<file path="config.mk">
export PLATFORM = sky130hd
export DESIGN_NAME = serial_command_frame_handler_top
export DESIGN_NICKNAME = d
export VERILOG_FILES = /design/src/rtl/scfh_pkg.sv /design/src/rtl/serial_command_frame_handler_top.sv /design/src/rtl/scfh_front.sv /design/src/rtl/scfh_cmd_queue.sv /design/src/rtl/scfh_back.sv
export SDC_FILE = /design/constraint.sdc
export NUM_CORES = 1
export LEC_CHECK = 0
export BUFFER_PORTS_ARGS = -buffer_cell sky130_fd_sc_hd__buf_2
export CAP_MARGIN = 20
export CORE_UTILIZATION = 56
export DETAILED_ROUTE_END_ITERATION = 7
export GPL_ROUTABILITY_DRIVEN = 0
export PLACE_DENSITY = 0.79
export SLEW_MARGIN = 20
export SYNTH_ARGS = -nofsm -noshare
export SYNTH_HDL_FRONTEND = slang
export SYNTH_SLANG_ARGS = --single-unit
</file>
<file path="constraint.sdc">
create_clock -name clock -period 5.67 [get_ports clock]
set_input_delay 0.567 -clock clock [delete_from_list [all_inputs] [get_ports clock]]
set_output_delay 0.567 -clock clock [all_outputs]
set_load 0.005 [all_outputs]
</file>
<file path="src/rtl/scfh_pkg.sv">
// Shared types and constants of the serial command frame handler.
`default_nettype none

package scfh_pkg;

   // Frame codes and identifiers
   localparam logic [15:0] HOST_ID           = 16'd254;
   localparam logic [7:0]  CMD_VERSION       = 8'hF0;
   localparam logic [7:0]  CMD_UPGRADE_START = 8'hF1;
   localparam logic [7:0]  CMD_UPGRADE_DATA  = 8'hF2;
   localparam logic [7:0]  CMD_UPGRADE_END   = 8'hF3;
   localparam logic [7:0]  BUS_RATE_COMMAND  = 8'd245;
   localparam logic [7:0]  LINE_RATE_COMMAND = 8'd246;

   // Upgrade password and reply constants
   localparam logic [15:0] PW_MULT          = 16'h1234;
   localparam logic [15:0] PW_MASK          = 16'hABCD;
   localparam logic [7:0]  MAX_DATA_LEN     = 8'h08;
   localparam logic [7:0]  UPGRADE_MIN_LEN  = 8'd7;
   localparam logic [3:0]  VERSION_REPLY_LEN = 4'd8;
   localparam logic [3:0]  UPGRADE_REPLY_LEN = 4'd5;

   // Version text layout
   localparam int VERSION_MAX_CHARS = 16;
   localparam int PIECE_CHARS       = 6;
   localparam int PIECE_BITS        = PIECE_CHARS * 8;
   localparam int RESULT_LIMIT      = 3;
   localparam int TEXT_CHARS        = RESULT_LIMIT * PIECE_CHARS;
   localparam int STORE_CHARS       = 16;
   localparam int SPAN_CHARS        = (TEXT_CHARS > STORE_CHARS) ? TEXT_CHARS : STORE_CHARS;
   localparam int SEQ_BITS          = 7;
   localparam int FRAME_BITS        = 2;

   // Register indexes
   localparam logic [1:0] CSR_DEVICE_ID    = 2'd0;
   localparam logic [1:0] CSR_VERSION_LOW  = 2'd1;
   localparam logic [1:0] CSR_VERSION_HIGH = 2'd2;
   localparam logic [1:0] CSR_VERSION_LEN  = 2'd3;

   // Rate kind codes
   localparam logic [1:0] RATE_NONE   = 2'd0;
   localparam logic [1:0] RATE_BUS    = 2'd1;
   localparam logic [1:0] RATE_SERIAL = 2'd2;

   // Command command queue depth
   localparam int QUEUE_DEPTH = 2;

   typedef enum logic [1:0] {
      KIND_VERSION,
      KIND_UPGRADE,
      KIND_BUS_RATE,
      KIND_LINE_RATE
   } cmd_kind_type;

   // Classified command handed from front to back
   typedef struct packed {
      cmd_kind_type kind;
      logic         match;
      logic [55:0]  args;
   } cmd_type;

   // One result item
   typedef struct packed {
      logic        reply_present;
      logic [63:0] reply_bytes;
      logic [3:0]  reply_length;
      logic        last_of_run;
      logic        enter_bootloader;
      logic        save_settings;
      logic [23:0] control_rate;
      logic [31:0] data_rate;
      logic [31:0] serial_rate;
      logic [1:0]  rate_kind;
   } rsp_type;

endpackage

`default_nettype wire

</file>
<file path="src/rtl/serial_command_frame_handler_top.sv">
// Top level of the serial command frame handler: registers, front, queue and back.
//
//   channel  direction  handshake        payload
//   req      in         push / full      sender_identifier, frame_length, frame_bytes
//   rsp      out        pop / empty      reply fields, last_of_run, rates, rate_kind
//   csr      in         csr_write_enable csr_index, csr_data (64 bit)
//
// A frame is classified and registered in the front stage, then waits in a
// two-entry command queue. The back stage emits one result per cycle while
// pop keeps draining its output register: a version query gives one to three
// results, every other kept frame gives one.
// Reset clears the control state and the registers; a stalled pop backs up
// the output register, the queue and then full, without losing items.
`default_nettype none

module serial_command_frame_handler_top (
   input  wire logic        clock,
   input  wire logic        reset,
   input  wire logic        push,
   output logic             full,
   input  wire logic [15:0] req_sender_identifier,
   input  wire logic [7:0]  req_frame_length,
   input  wire logic [63:0] req_frame_bytes,
   output logic             empty,
   input  wire logic        pop,
   output logic             rsp_reply_present,
   output logic [63:0]      rsp_reply_bytes,
   output logic [3:0]       rsp_reply_length,
   output logic             rsp_last_of_run,
   output logic             rsp_enter_bootloader,
   output logic             rsp_save_settings,
   output logic [23:0]      rsp_control_rate,
   output logic [31:0]      rsp_data_rate,
   output logic [31:0]      rsp_serial_rate,
   output logic [1:0]       rsp_rate_kind,
   input  wire logic        csr_write_enable,
   input  wire logic [1:0]  csr_index,
   input  wire logic [63:0] csr_data
);

   logic [15:0]       device_id_ff;
   logic [63:0]       version_low_ff;
   logic [63:0]       version_high_ff;
   logic [4:0]        version_len_ff;
   logic [15:0]       password;
   logic [31:0]       pw_product;

   logic              q_push, q_ready;
   scfh_pkg::cmd_type q_wr_cmd;
   logic              q_valid, q_take;
   scfh_pkg::cmd_type q_rd_cmd;
   logic              out_valid;
   scfh_pkg::rsp_type out_rsp;

   // Write the configuration registers
   always_ff @(posedge clock) begin
      if (reset) begin
         device_id_ff    <= '0;
         version_low_ff  <= '0;
         version_high_ff <= '0;
         version_len_ff  <= '0;
      end else if (csr_write_enable) begin
         unique case (csr_index)
            scfh_pkg::CSR_DEVICE_ID:    device_id_ff    <= csr_data[15:0];
            scfh_pkg::CSR_VERSION_LOW:  version_low_ff  <= csr_data;
            scfh_pkg::CSR_VERSION_HIGH: version_high_ff <= csr_data;
            scfh_pkg::CSR_VERSION_LEN:  version_len_ff  <= csr_data[4:0];
            default: begin
            end
         endcase
      end
   end

   // Derive the upgrade password from the device identifier
   assign pw_product = 32'(device_id_ff) * 32'(scfh_pkg::PW_MULT);
   assign password   = pw_product[15:0] ^ scfh_pkg::PW_MASK;

   scfh_front u_front (
      .clock             (clock),
      .reset             (reset),
      .push              (push),
      .full              (full),
      .sender_identifier (req_sender_identifier),
      .frame_length      (req_frame_length),
      .frame_bytes       (req_frame_bytes),
      .password          (password),
      .q_ready           (q_ready),
      .q_push            (q_push),
      .q_cmd             (q_wr_cmd)
   );

   scfh_cmd_queue u_queue (
      .clock    (clock),
      .reset    (reset),
      .wr_valid (q_push),
      .wr_ready (q_ready),
      .wr_cmd   (q_wr_cmd),
      .rd_valid (q_valid),
      .rd_take  (q_take),
      .rd_cmd   (q_rd_cmd)
   );

   scfh_back u_back (
      .clock          (clock),
      .reset          (reset),
      .cmd_valid      (q_valid),
      .cmd_take       (q_take),
      .cmd            (q_rd_cmd),
      .password       (password),
      .version_text   ({version_high_ff, version_low_ff}),
      .version_length (version_len_ff),
      .out_valid      (out_valid),
      .out_take       (pop),
      .out_rsp        (out_rsp)
   );

   // Drive the result ports
   assign empty                = !out_valid;
   assign rsp_reply_present    = out_rsp.reply_present;
   assign rsp_reply_bytes      = out_rsp.reply_bytes;
   assign rsp_reply_length     = out_rsp.reply_length;
   assign rsp_last_of_run      = out_rsp.last_of_run;
   assign rsp_enter_bootloader = out_rsp.enter_bootloader;
   assign rsp_save_settings    = out_rsp.save_settings;
   assign rsp_control_rate     = out_rsp.control_rate;
   assign rsp_data_rate        = out_rsp.data_rate;
   assign rsp_serial_rate      = out_rsp.serial_rate;
   assign rsp_rate_kind        = out_rsp.rate_kind;

   // A reply frame never also carries a rate update
   a_reply_xor_rate: assert property (@(posedge clock) disable iff (reset)
      !empty |-> !(rsp_reply_present && rsp_save_settings))
      else $error("reply and rate update in one result");

   // A bootloader request only comes on the single upgrade reply
   a_boot_on_upgrade: assert property (@(posedge clock) disable iff (reset)
      (!empty && rsp_enter_bootloader) |->
         (rsp_reply_present && rsp_last_of_run &&
          rsp_reply_length == scfh_pkg::UPGRADE_REPLY_LEN))
      else $error("bootloader request outside an upgrade reply");

   // A non-final version frame is followed by the next sequence number
   a_version_seq: assert property (@(posedge clock) disable iff (reset)
      (!empty && pop && rsp_reply_present && !rsp_last_of_run) |=>
         (!empty && rsp_reply_present &&
          rsp_reply_bytes[14:8] == $past(rsp_reply_bytes[14:8]) + 7'd1))
      else $error("version frame sequence broken");

endmodule

`default_nettype wire

</file>
<file path="src/rtl/scfh_front.sv">
// Front stage: accept frames, classify them and drop those that give no result.
`default_nettype none

module scfh_front (
   input  wire logic                 clock,
   input  wire logic                 reset,
   input  wire logic                 push,
   output logic                      full,
   input  wire logic [15:0]          sender_identifier,
   input  wire logic [7:0]           frame_length,
   input  wire logic [63:0]          frame_bytes,
   input  wire logic [15:0]          password,
   input  wire logic                 q_ready,
   output logic                      q_push,
   output scfh_pkg::cmd_type         q_cmd
);

   logic              valid_ff, valid_in;
   scfh_pkg::cmd_type cmd_ff, cmd_in;
   logic              keep;
   logic              accept;
   logic [7:0]        code;
   logic              fixed_code;

   assign code       = frame_bytes[7:0];
   assign fixed_code = (code == scfh_pkg::CMD_VERSION) ||
                       (code == scfh_pkg::CMD_UPGRADE_START) ||
                       (code == scfh_pkg::CMD_UPGRADE_DATA) ||
                       (code == scfh_pkg::CMD_UPGRADE_END);

   // Classify the incoming frame
   always_comb begin
      keep         = 1'b0;
      cmd_in.kind  = scfh_pkg::KIND_VERSION;
      cmd_in.args  = frame_bytes[63:8];
      cmd_in.match = ({frame_bytes[47:40], frame_bytes[39:32]} == password);
      if (frame_length != 8'd0) begin
         if (fixed_code) begin
            if (sender_identifier == scfh_pkg::HOST_ID) begin
               if (code == scfh_pkg::CMD_VERSION) begin
                  keep        = 1'b1;
                  cmd_in.kind = scfh_pkg::KIND_VERSION;
               end else if (code == scfh_pkg::CMD_UPGRADE_START &&
                            frame_length >= scfh_pkg::UPGRADE_MIN_LEN) begin
                  keep        = 1'b1;
                  cmd_in.kind = scfh_pkg::KIND_UPGRADE;
               end
            end
         end else if (code == scfh_pkg::BUS_RATE_COMMAND) begin
            keep        = 1'b1;
            cmd_in.kind = scfh_pkg::KIND_BUS_RATE;
         end else if (code == scfh_pkg::LINE_RATE_COMMAND) begin
            keep        = 1'b1;
            cmd_in.kind = scfh_pkg::KIND_LINE_RATE;
         end
      end
   end

   // Hold a classified command until the queue takes it
   assign full   = valid_ff && !q_ready;
   assign accept = push && !full;
   assign q_push = valid_ff;
   assign q_cmd  = cmd_ff;

   always_comb begin
      if (accept) begin
         valid_in = keep;
      end else begin
         valid_in = valid_ff && !q_ready;
      end
   end

   always_ff @(posedge clock) begin
      if (reset) begin
         valid_ff <= 1'b0;
      end else begin
         valid_ff <= valid_in;
      end
   end

   always_ff @(posedge clock) begin
      if (accept) begin
         cmd_ff <= cmd_in;
      end
   end

endmodule

`default_nettype wire

</file>
<file path="src/rtl/scfh_cmd_queue.sv">
// Short queue of classified commands between front and back.
`default_nettype none

module scfh_cmd_queue (
   input  wire logic              clock,
   input  wire logic              reset,
   input  wire logic              wr_valid,
   output logic                   wr_ready,
   input  wire scfh_pkg::cmd_type wr_cmd,
   output logic                   rd_valid,
   input  wire logic              rd_take,
   output scfh_pkg::cmd_type      rd_cmd
);

   localparam int PTR_BITS = (scfh_pkg::QUEUE_DEPTH > 1) ? $clog2(scfh_pkg::QUEUE_DEPTH) : 1;
   localparam int CNT_BITS = $clog2(scfh_pkg::QUEUE_DEPTH + 1);

   scfh_pkg::cmd_type   slot_ff [scfh_pkg::QUEUE_DEPTH];
   logic [PTR_BITS-1:0] wr_ptr_ff, wr_ptr_in;
   logic [PTR_BITS-1:0] rd_ptr_ff, rd_ptr_in;
   logic [CNT_BITS-1:0] count_ff, count_in;
   logic                do_wr, do_rd;

   assign wr_ready = (count_ff != CNT_BITS'(scfh_pkg::QUEUE_DEPTH));
   assign rd_valid = (count_ff != '0);
   assign rd_cmd   = slot_ff[rd_ptr_ff];
   assign do_wr    = wr_valid && wr_ready;
   assign do_rd    = rd_take && rd_valid;

   // Advance pointers and fill count
   always_comb begin
      wr_ptr_in = wr_ptr_ff;
      rd_ptr_in = rd_ptr_ff;
      count_in  = count_ff;
      if (do_wr) begin
         wr_ptr_in = (wr_ptr_ff == PTR_BITS'(scfh_pkg::QUEUE_DEPTH - 1)) ? '0 :
                     wr_ptr_ff + PTR_BITS'(1);
      end
      if (do_rd) begin
         rd_ptr_in = (rd_ptr_ff == PTR_BITS'(scfh_pkg::QUEUE_DEPTH - 1)) ? '0 :
                     rd_ptr_ff + PTR_BITS'(1);
      end
      if (do_wr && !do_rd) begin
         count_in = count_ff + CNT_BITS'(1);
      end else if (do_rd && !do_wr) begin
         count_in = count_ff - CNT_BITS'(1);
      end
   end

   always_ff @(posedge clock) begin
      if (reset) begin
         wr_ptr_ff <= '0;
         rd_ptr_ff <= '0;
         count_ff  <= '0;
      end else begin
         wr_ptr_ff <= wr_ptr_in;
         rd_ptr_ff <= rd_ptr_in;
         count_ff  <= count_in;
      end
   end

   // Store an entry on each transfer in
   always_ff @(posedge clock) begin
      if (do_wr) begin
         slot_ff[wr_ptr_ff] <= wr_cmd;
      end
   end

endmodule

`default_nettype wire

</file>
<file path="src/rtl/scfh_back.sv">
// Back stage: expand each command into its result items behind an output register.
`default_nettype none

module scfh_back (
   input  wire logic              clock,
   input  wire logic              reset,
   input  wire logic              cmd_valid,
   output logic                   cmd_take,
   input  wire scfh_pkg::cmd_type cmd,
   input  wire logic [15:0]       password,
   input  wire logic [127:0]      version_text,
   input  wire logic [4:0]        version_length,
   output logic                   out_valid,
   input  wire logic              out_take,
   output scfh_pkg::rsp_type      out_rsp
);

   localparam int SPAN_BITS = scfh_pkg::SPAN_CHARS * 8;

   logic [scfh_pkg::FRAME_BITS-1:0] frame_ff, frame_in;
   logic                            valid_ff, valid_in;
   scfh_pkg::rsp_type               rsp_ff, rsp_in;
   logic                            load;
   logic                            last;
   logic                            version_tail;
   logic [4:0]                      vlen;
   logic [5:0]                      piece_end;
   logic [SPAN_BITS-1:0]            text_ext;
   logic [SPAN_BITS-1:0]            text_masked;
   logic [scfh_pkg::PIECE_BITS-1:0] piece;
   logic [47:0]                     piece_pad;

   // Clamp the version length to one through the maximum
   always_comb begin
      if (version_length == 5'd0) begin
         vlen = 5'd1;
      end else if (version_length > 5'(scfh_pkg::VERSION_MAX_CHARS)) begin
         vlen = 5'(scfh_pkg::VERSION_MAX_CHARS);
      end else begin
         vlen = version_length;
      end
   end

   // Zero characters past the length, then pick this frame's piece
   assign text_ext = SPAN_BITS'(version_text);

   always_comb begin
      for (int k = 0; k < scfh_pkg::SPAN_CHARS; k++) begin
         text_masked[k*8 +: 8] = (k < int'(vlen)) ? text_ext[k*8 +: 8] : 8'd0;
      end
   end

   assign piece     = text_masked[int'(frame_ff) * scfh_pkg::PIECE_BITS +: scfh_pkg::PIECE_BITS];
   assign piece_pad = 48'(piece);

   assign piece_end    = (6'(frame_ff) + 6'd1) * 6'(scfh_pkg::PIECE_CHARS);
   assign version_tail = (frame_ff == scfh_pkg::FRAME_BITS'(scfh_pkg::RESULT_LIMIT - 1)) ||
                         (piece_end >= 6'(vlen));
   assign last         = (cmd.kind != scfh_pkg::KIND_VERSION) || version_tail;

   // Build the result for the current command and frame
   always_comb begin
      rsp_in = '0;
      rsp_in.last_of_run = last;
      unique case (cmd.kind)
         scfh_pkg::KIND_VERSION: begin
            rsp_in.reply_present = 1'b1;
            rsp_in.reply_length  = scfh_pkg::VERSION_REPLY_LEN;
            rsp_in.reply_bytes   = {piece_pad, version_tail,
                                    scfh_pkg::SEQ_BITS'(frame_ff), scfh_pkg::CMD_VERSION};
         end
         scfh_pkg::KIND_UPGRADE: begin
            rsp_in.reply_present    = 1'b1;
            rsp_in.reply_length     = scfh_pkg::UPGRADE_REPLY_LEN;
            rsp_in.enter_bootloader = cmd.match;
            rsp_in.reply_bytes      = {24'd0, scfh_pkg::MAX_DATA_LEN, password,
                                       7'd0, cmd.match, scfh_pkg::CMD_UPGRADE_START};
         end
         scfh_pkg::KIND_BUS_RATE: begin
            rsp_in.save_settings = 1'b1;
            rsp_in.control_rate  = cmd.args[23:0];
            rsp_in.data_rate     = cmd.args[55:24];
            rsp_in.rate_kind     = scfh_pkg::RATE_BUS;
         end
         scfh_pkg::KIND_LINE_RATE: begin
            rsp_in.save_settings = 1'b1;
            rsp_in.serial_rate   = cmd.args[31:0];
            rsp_in.rate_kind     = scfh_pkg::RATE_SERIAL;
         end
         default: begin
            rsp_in = '0;
         end
      endcase
   end

   // Load the output register when it is free or being drained
   assign load     = cmd_valid && (!valid_ff || out_take);
   assign cmd_take = load && last;
   assign valid_in = load || (valid_ff && !out_take);

   always_comb begin
      frame_in = frame_ff;
      if (load) begin
         frame_in = last ? '0 : frame_ff + scfh_pkg::FRAME_BITS'(1);
      end
   end

   always_ff @(posedge clock) begin
      if (reset) begin
         valid_ff <= 1'b0;
         frame_ff <= '0;
      end else begin
         valid_ff <= valid_in;
         frame_ff <= frame_in;
      end
   end

   always_ff @(posedge clock) begin
      if (load) begin
         rsp_ff <= rsp_in;
      end
   end

   assign out_valid = valid_ff;
   assign out_rsp   = rsp_ff;

endmodule

`default_nettype wire

</file>
==> results of run 1 <==
==> cell families (layout without fill, tap and decap cells) <==
group           after synthesis  after routing
simple gates                523            523
mux                          65             65
fa+ha+maj                    77             77
compound gates              295            295
xor+xnor                     39             39
other cells                   1             13
buf+inv                     148            463
flops                       480            480
==> layer usage <==
metal / vias up / track usage, % / part of all wire [%]
met4: 4 / 9.83 / 3.3
met2: 629 / 42.7 / 48
met3: 85 / 4.45 / 8.3
met5: - / 0 / 0.057
li1: 6300 / - / -
met1: 6440 / 34.8 / 40
==> flip-flops by register name, indices dropped and copies added (netlist names), named ones only <==
name,count
u_front.q_push,1
device_id_ff,14
version_low_ff,64
u_queue.count_ff,2
version_high_ff,64
u_back.out_rsp,147
u_back.frame_ff,2
version_len_ff,5
u_queue.slot_ff,118
u_back.out_valid,1
u_front.q_cmd,59
u_queue.wr_ptr_ff,1
u_queue.rd_ptr_ff,1
==> power by group <==
part	internal, uW	total, uW	switching (uW)
combinational	567	1430	865
sequential	4440	4680	238
clock	1750	3020	1270
total	6760	9130	2370
==> critical path: cells and delay by family (launching register included) <==
kind / cells / cell delay (ns)
adders and majority gates: 6 / 2.37
and+or+nand+nor: 4 / 0.91
DFF: 1 / 0.42
buffers and inverters: 2 / 0.10
AOI/OAI and AO/OA: 2 / 0.52
==> area by class of cell <==
cell class	count	share of cell area [%]
antenna	4	0.0439
inverter	54	0.910
timing repair buffer	326	7.30
clock inverter	24	1.10
sequential	480	56.3
clock buffer	59	5.36
multi-input combinational	1008	26.5
tap	448	2.46
==> cells in the mapped netlist, drive strengths merged, types with 3 or more instances <==
cell / number
xnor2: 28
a221oi: 5
a21oi: 168
clkbuf: 56
o21a: 6
a211oi: 5
inv: 53
nand4: 4
a22oi: 47
o22ai: 5
buf: 38
a211o: 3
dfxtp: 156
or4: 4
o21ai: 31
edfxtp: 324
nand3b: 3
nor3: 12
nand3: 6
o221ai: 7
fa: 15
mux2i: 63
nor3b: 5
xor2: 10
nand2b: 4
ha: 61
nand2: 326
and2: 4
nor2: 138
nor4: 3
==> path summary, 6_finish.rpt <==
path	endpoint	startpoint	slack (ns)	cells after the start
setup / recovery	u_front.q_cmd[56]$_DFFE_PP_	device_id_ff[6]$_SDFFE_PP0P_	1.17	14
hold reg to reg	u_queue.slot_ff[1][54]$_DFFE_PP_	u_front.q_cmd[54]$_DFFE_PP_	0.44	0
hold / removal	u_front.q_cmd[44]$_DFFE_PP_	req_frame_bytes[52]	0.19	1
setup reg to reg	u_front.q_cmd[56]$_DFFE_PP_	device_id_ff[6]$_SDFFE_PP0P_	1.17	14
==> cells in the final DEF, fill, tap and decap left out, types with 15 or more instances in the layout <==
master / n
a21oi_1: 167
a22oi_1: 47
buf_2: 312
clkbuf_16: 46
dfxtp_1: 155
edfxtp_1: 324
fa_1: 15
ha_1: 61
inv_1: 51
mux2i_1: 63
nand2_1: 324
nor2_1: 136
o21ai_0: 31
xnor2_1: 28
==> metrics by stage <==
stage / cell area (um2) / util, % / power, uW / hold WS (ns)
floorplan: 19500 / - / 5400 / 0.421
global placement: 21300 / 63.0 / 6130 / 0.422
detailed placement: 21300 / 63.0 / 6180 / 0.430
CTS: 22800 / 67.4 / 9180 / 0.163
global route: 22800 / 67.4 / 9470 / 0.166
finish: 22800 / 67.4 / 9130 / 0.190
==> results by group, run 1 <==
Status
  – Status: finished clean

Placement
  – Pre-CTS setup slack: 1.26 ns
  – HPWL after DPL: about 32,000 um
  – Placed Cells: around 2,300
  – IO Port Bufs: ~310

Cells and area
  – Final Net Count: 2,150
  – Synthesis-to-finish area growth: 17.2%
  – Area of the multi-input gates: 6050 um2
  – Fillers: between 2,000 and 2,500
  – Seq. cell area: between 10,000 and 15,000 um2
  – Layout cells sized above 1: 21.4%
  – Finished Layout Cells: approximately 2,400

Run
  – MaxCap Viol Count: 0

CTS
  – # hold bufs at CTS: 0
  – Clock buffer depth: 3
  – CTS sink count: 480
  – Worst-Skew Late Latency: 0.55 ns
  – Cts bufs inserted: 45
  – Clk pin slew, worst setup/hold paths: roughly 0.060 ns
  – Clock H-tree levels: 2
  – Post-CTS sizing: 0
  – CTS Root Cell: clkbuf_16
  – Post-CTS Setup Inserts: 0
  – CTS tree: built

Setup path
  – CP peak stage delay: roughly 0.54 ns
  – CP Launch Type: register
  – CP max stage cell: fa_1
  – CP Max Fanout: 11
  – Arrival time at the worst endpoint: a little under 5 ns
  – Cell mode on critical path: ha_1
  – Crit path required time: between 6 and 7 ns
  – Worst Path Class, Setup: reg2reg
  – CP endpoint kind: register
  – Worst-path cell chain: ha_1 > ha_1 > ha_1 > inv_1 > fa_1 > fa_1 > inv_1 > ha_1 > nor2b_1 > a221oi_1 > nand4_1 > nor4_1 > o2111ai_1 > nor4b_2

GRT
  – Largest net degree at the start of global routing: 101
  – Total gr overflow: 0
  – Vias in the first global route: approximately 13,000
  – GRT Overall Usage: between 20% and 30%
  – Initial antenna violation count: 6
  – First-pass GRT wire length: ~70,000 um

Routing
  – Routed Antenna Nets: 0
  – DRT iter0 DRCs: 1,023
  – DRC: 0
  – First-pass iteration count of the detailed router: 7
  – Via count: between 10,000 and 15,000
  – Routed length per instance: 19.6 um
  – Total Wirelength: between 40,000 and 50,000 um
  – Vias per cell: 5.60

Synth
  – Async S/R FF share, synth: 0%
  – Main area contributors after synthesis: edfxtp_1 50%, dfxtp_1 16%, nand2_1 6.3%
  – YS warnings: 0
  – Synth Area in Compound Gates: under 10%
  – Cell type with the largest total area after synthesis: edfxtp_1
  – Post-Synth Adder-Cell Area: about 5.5%
  – Netlist Area Pre-Place: 19,500 um2
  – Post-Syn Area per Cell: around 12 um2
  – Mux contribution to synthesized area: around 3.4%
  – Main synth FF type: edfxtp_1
  – Mapped Cells: 1,628
  – Simple-gate share of the synthesized area: 11.0%
  – Post-synthesis xor/xnor area fraction: about 1.8%
  – Main combinational cell family by area after synthesis: simple AND/OR/NAND/NOR gates
  – FF+latch count, synth: 480
  – Count of cell types in the netlist: between 60 and 70
  – EDFF count, synth: ~320
  – Post-synth top area share: between 40% and 50%
  – Sequential element share of the synthesized area: between 60% and 70%

Die
  – Chip height: around 190 um
  – Initial Util: between 50% and 60%
  – Row cnt: between 60 and 70
  – CORE AREA: 33,900 um2
  – I/O Pins: between 300 and 400
  – Die area: between 30,000 and 40,000 um2
  – Die X: approximately 190 um

STA
  – Max-Slew Margin vs Limit: 38.5%
  – Fmax: between 200 and 250 MHz
  – Final setup fails: 0
  – Post-route worst setup slack: roughly 1.2 ns
  – Pin slew with the least headroom to its limit: a little over 0.9 ns
  – RSZ-0062 raised after global routing: no
  – Hold Vio Cnt, Final: 0
  – Setup TNS: 0 ns
  – Minimum clock period: between 4 and 5 ns
  – Final slew viol count: 0
  – Max Clock Skew: around 0.011 ns
  – Tcrit/Tclk final: 79.4%

Pwr
  – Maximum vdd ir drop: 0.267 mV
  – Power per cell area: between 300 and 400 nW/um2
  – P_leak: a little under 0.009 uW

Worst hold path
  – Worst Hold Class: in2reg
Note: power is estimated with default switching activity, not from simulation.
==> run 2, diff against run 1 <==
==> constraint.sdc (replaced) <==
create_clock -name clock -period 4.6 [get_ports clock]
set_input_delay 0.46 -clock clock [delete_from_list [all_inputs] [get_ports clock]]
set_output_delay 0.46 -clock clock [all_outputs]
set_load 0.005 [all_outputs]
==> run 2 against run 1 <==
Clock skew rose by 0.0054 ns. Combinational power is 25% higher. Global-route usage increased by 0.61 points. Via count increased by 2.1%. First-iteration DRC count increased by 16%. Fmax rose by 1.8%.
==> results by group, run 2 (synthesis gave the netlist of run 1 again) <==
STA
  – Tcrit/Tclk final: 96.2%
  – RSZ-0062 raised after global routing: no
  – Final setup fails: 0
  – Max-Slew Margin vs Limit: between 20% and 30%
  – Post-route worst setup slack: ~0.18 ns
  – Pin slew with the least headroom to its limit: ~1.1 ns
  – Fmax: roughly 230 MHz
  – Hold Vio Cnt, Final: 0
  – Final slew viol count: 0
  – Max Clock Skew: around 0.016 ns
  – Setup TNS: 0 ns
  – Minimum clock period: 4.42 ns

Die
  – Chip height: about 190 um
  – I/O Pins: between 300 and 400
  – Initial Util: between 50% and 60%
  – Die X: 189 um
  – Die area: ~36,000 um2
  – CORE AREA: roughly 34,000 um2
  – Row cnt: between 60 and 70

GRT
  – GRT Overall Usage: between 20% and 30%
  – Total gr overflow: 0
  – Largest net degree at the start of global routing: approximately 150
  – First-pass GRT wire length: between 70,000 and 80,000 um
  – Vias in the first global route: approximately 13,000
  – Initial antenna violation count: 4

Cells and area
  – Number of flip-flops in the largest register: 147
  – Commonest cells after routing, fill and taps aside: 324 x nand2_1, 324 x edfxtp_1, 312 x buf_2
  – Synthesis-to-finish area growth: 18.0%
  – Layout cells sized above 1: 22.0%
  – Final Net Count: ~2,200
  – Fillers: around 2,500
  – Util after Layout: between 60% and 70%

Placement
  – HPWL after DPL: around 33,000 um
  – Pre-CTS setup slack: 0.135 ns
  – IO Port Bufs: roughly 310

Routing
  – Via count: roughly 14,000
  – Routed Antenna Nets: 0
  – Routed length per instance: 20.0 um
  – DRT iter0 DRCs: between 1,000 and 1,500
  – Vias per cell: between 5 and 6
  – Total Wirelength: slightly below 50,000 um
  – First-pass iteration count of the detailed router: 6
  – DRC: 0

Run
  – MaxCap Viol Count: 0

Setup path
  – CP max stage cell: fa_1
  – Crit path required time: roughly 5 ns
  – CP Launch Type: register
  – Arrival time at the worst endpoint: ~4.8 ns
  – Worst-path cell chain: ha_1 > ha_1 > ha_1 > inv_1 > fa_1 > fa_1 > inv_1 > ha_1 > and2_1 > a211oi_2 > nand4_1 > nor4_2 > o2111ai_1 > nor4b_2
  – CP Max Fanout: 8
  – Cell mode on critical path: ha_1
  – Worst Path Class, Setup: reg2reg
  – CP peak stage delay: 0.54 ns
  – CP endpoint kind: register

CTS
  – Worst-Skew Late Latency: between 0.5 and 0.6 ns
  – CTS sink count: 480
  – CTS tree: built
  – Clk pin slew, worst setup/hold paths: 0.06 ns
  – Cts bufs inserted: 47
  – Clock buffer depth: 3
  – Clock H-tree levels: 2
  – CTS Root Cell: clkbuf_16
  – Post-CTS Setup Inserts: 0

Pwr
  – Power per cell area: 497 nW/um2
  – Maximum vdd ir drop: around 0.53 mV
  – P_leak: between 0.008 and 0.009 uW

Worst hold path
  – Worst Hold Class: in2reg

Status
  – Status: finished clean
## run 2: critical path: cells and delay by family, from the launching register on
family | cells | cell delay [ns]
buf+inv | 2 | 0.10
fa+ha+maj | 6 | 2.33
flops | 1 | 0.35
simple gates | 4 | 1.03
compound gates | 2 | 0.44
## run 2: final timing paths
path | cells after the start | slack (ns) | to | startpoint
max | 14 | 0.18 | u_front.q_cmd[56]$_DFFE_PP_ | device_id_ff[5]$_SDFFE_PP0P_
min | 1 | 0.07 | u_front.q_cmd[46]$_DFFE_PP_ | req_frame_bytes[54]
max reg2reg | 14 | 0.18 | u_front.q_cmd[56]$_DFFE_PP_ | device_id_ff[5]$_SDFFE_PP0P_
min reg2reg | 0 | 0.44 | u_queue.slot_ff[1][12]$_DFFE_PP_ | u_front.q_cmd[12]$_DFFE_PP_
## run 2: layout make-up
| type | instances | area, um2 | area share (%) |
|---|---|---|---|
| timing repair buffer | 329 | 1700 | 7.40 |
| multi-input combinational | 1008 | 6080 | 26.4 |
| tap | 448 | 561 | 2.44 |
| clock inverter | 26 | 234 | 1.02 |
| antenna | 3 | 7.51 | 0.0327 |
| sequential | 480 | 12900 | 56.0 |
| clock buffer | 61 | 1330 | 5.80 |
| inverter | 54 | 206 | 0.898 |
## run 2: repair_timing
action,CTS,global route
hold buffers,0,0
setup endpoints to repair,0,1
resized for setup,0,7
## run 2: through the flow
step / power [uW] / instances / cell area (um2) / hold WS, ns
4_1_cts: 11500 / 2406 / 22900 / 0.0477
5_1_grt: 11800 / 2406 / 23000 / 0.0587
6_report: 11400 / 2409 / 23000 / 0.0724
3_5_place_dp: 7620 / 2319 / 21400 / 0.430
3_3_place_gp: 7550 / 2319 / 21400 / 0.422
2_1_floorplan: 6630 / 1636 / 19500 / 0.421
## run 2: where the power goes
part / internal, uW / total, uW / switching, uW
clock network: 2230 / 3860 / 1630
registers: 5480 / 5770 / 297
logic: 714 / 1790 / 1070
total: 8420 / 11400 / 3000
## run 2: metal layers
| metal | global-route usage, % | part of all wire [%] | up-vias |
|---|---|---|---|
| li1 | - | - | 6301 |
| met1 | 34.5 | 39 | 6590 |
| met2 | 45.0 | 49 | 725 |
| met3 | 4.90 | 8.6 | 125 |
| met4 | 9.62 | 3.4 | 4 |
| met5 | 0 | 0.054 | - |
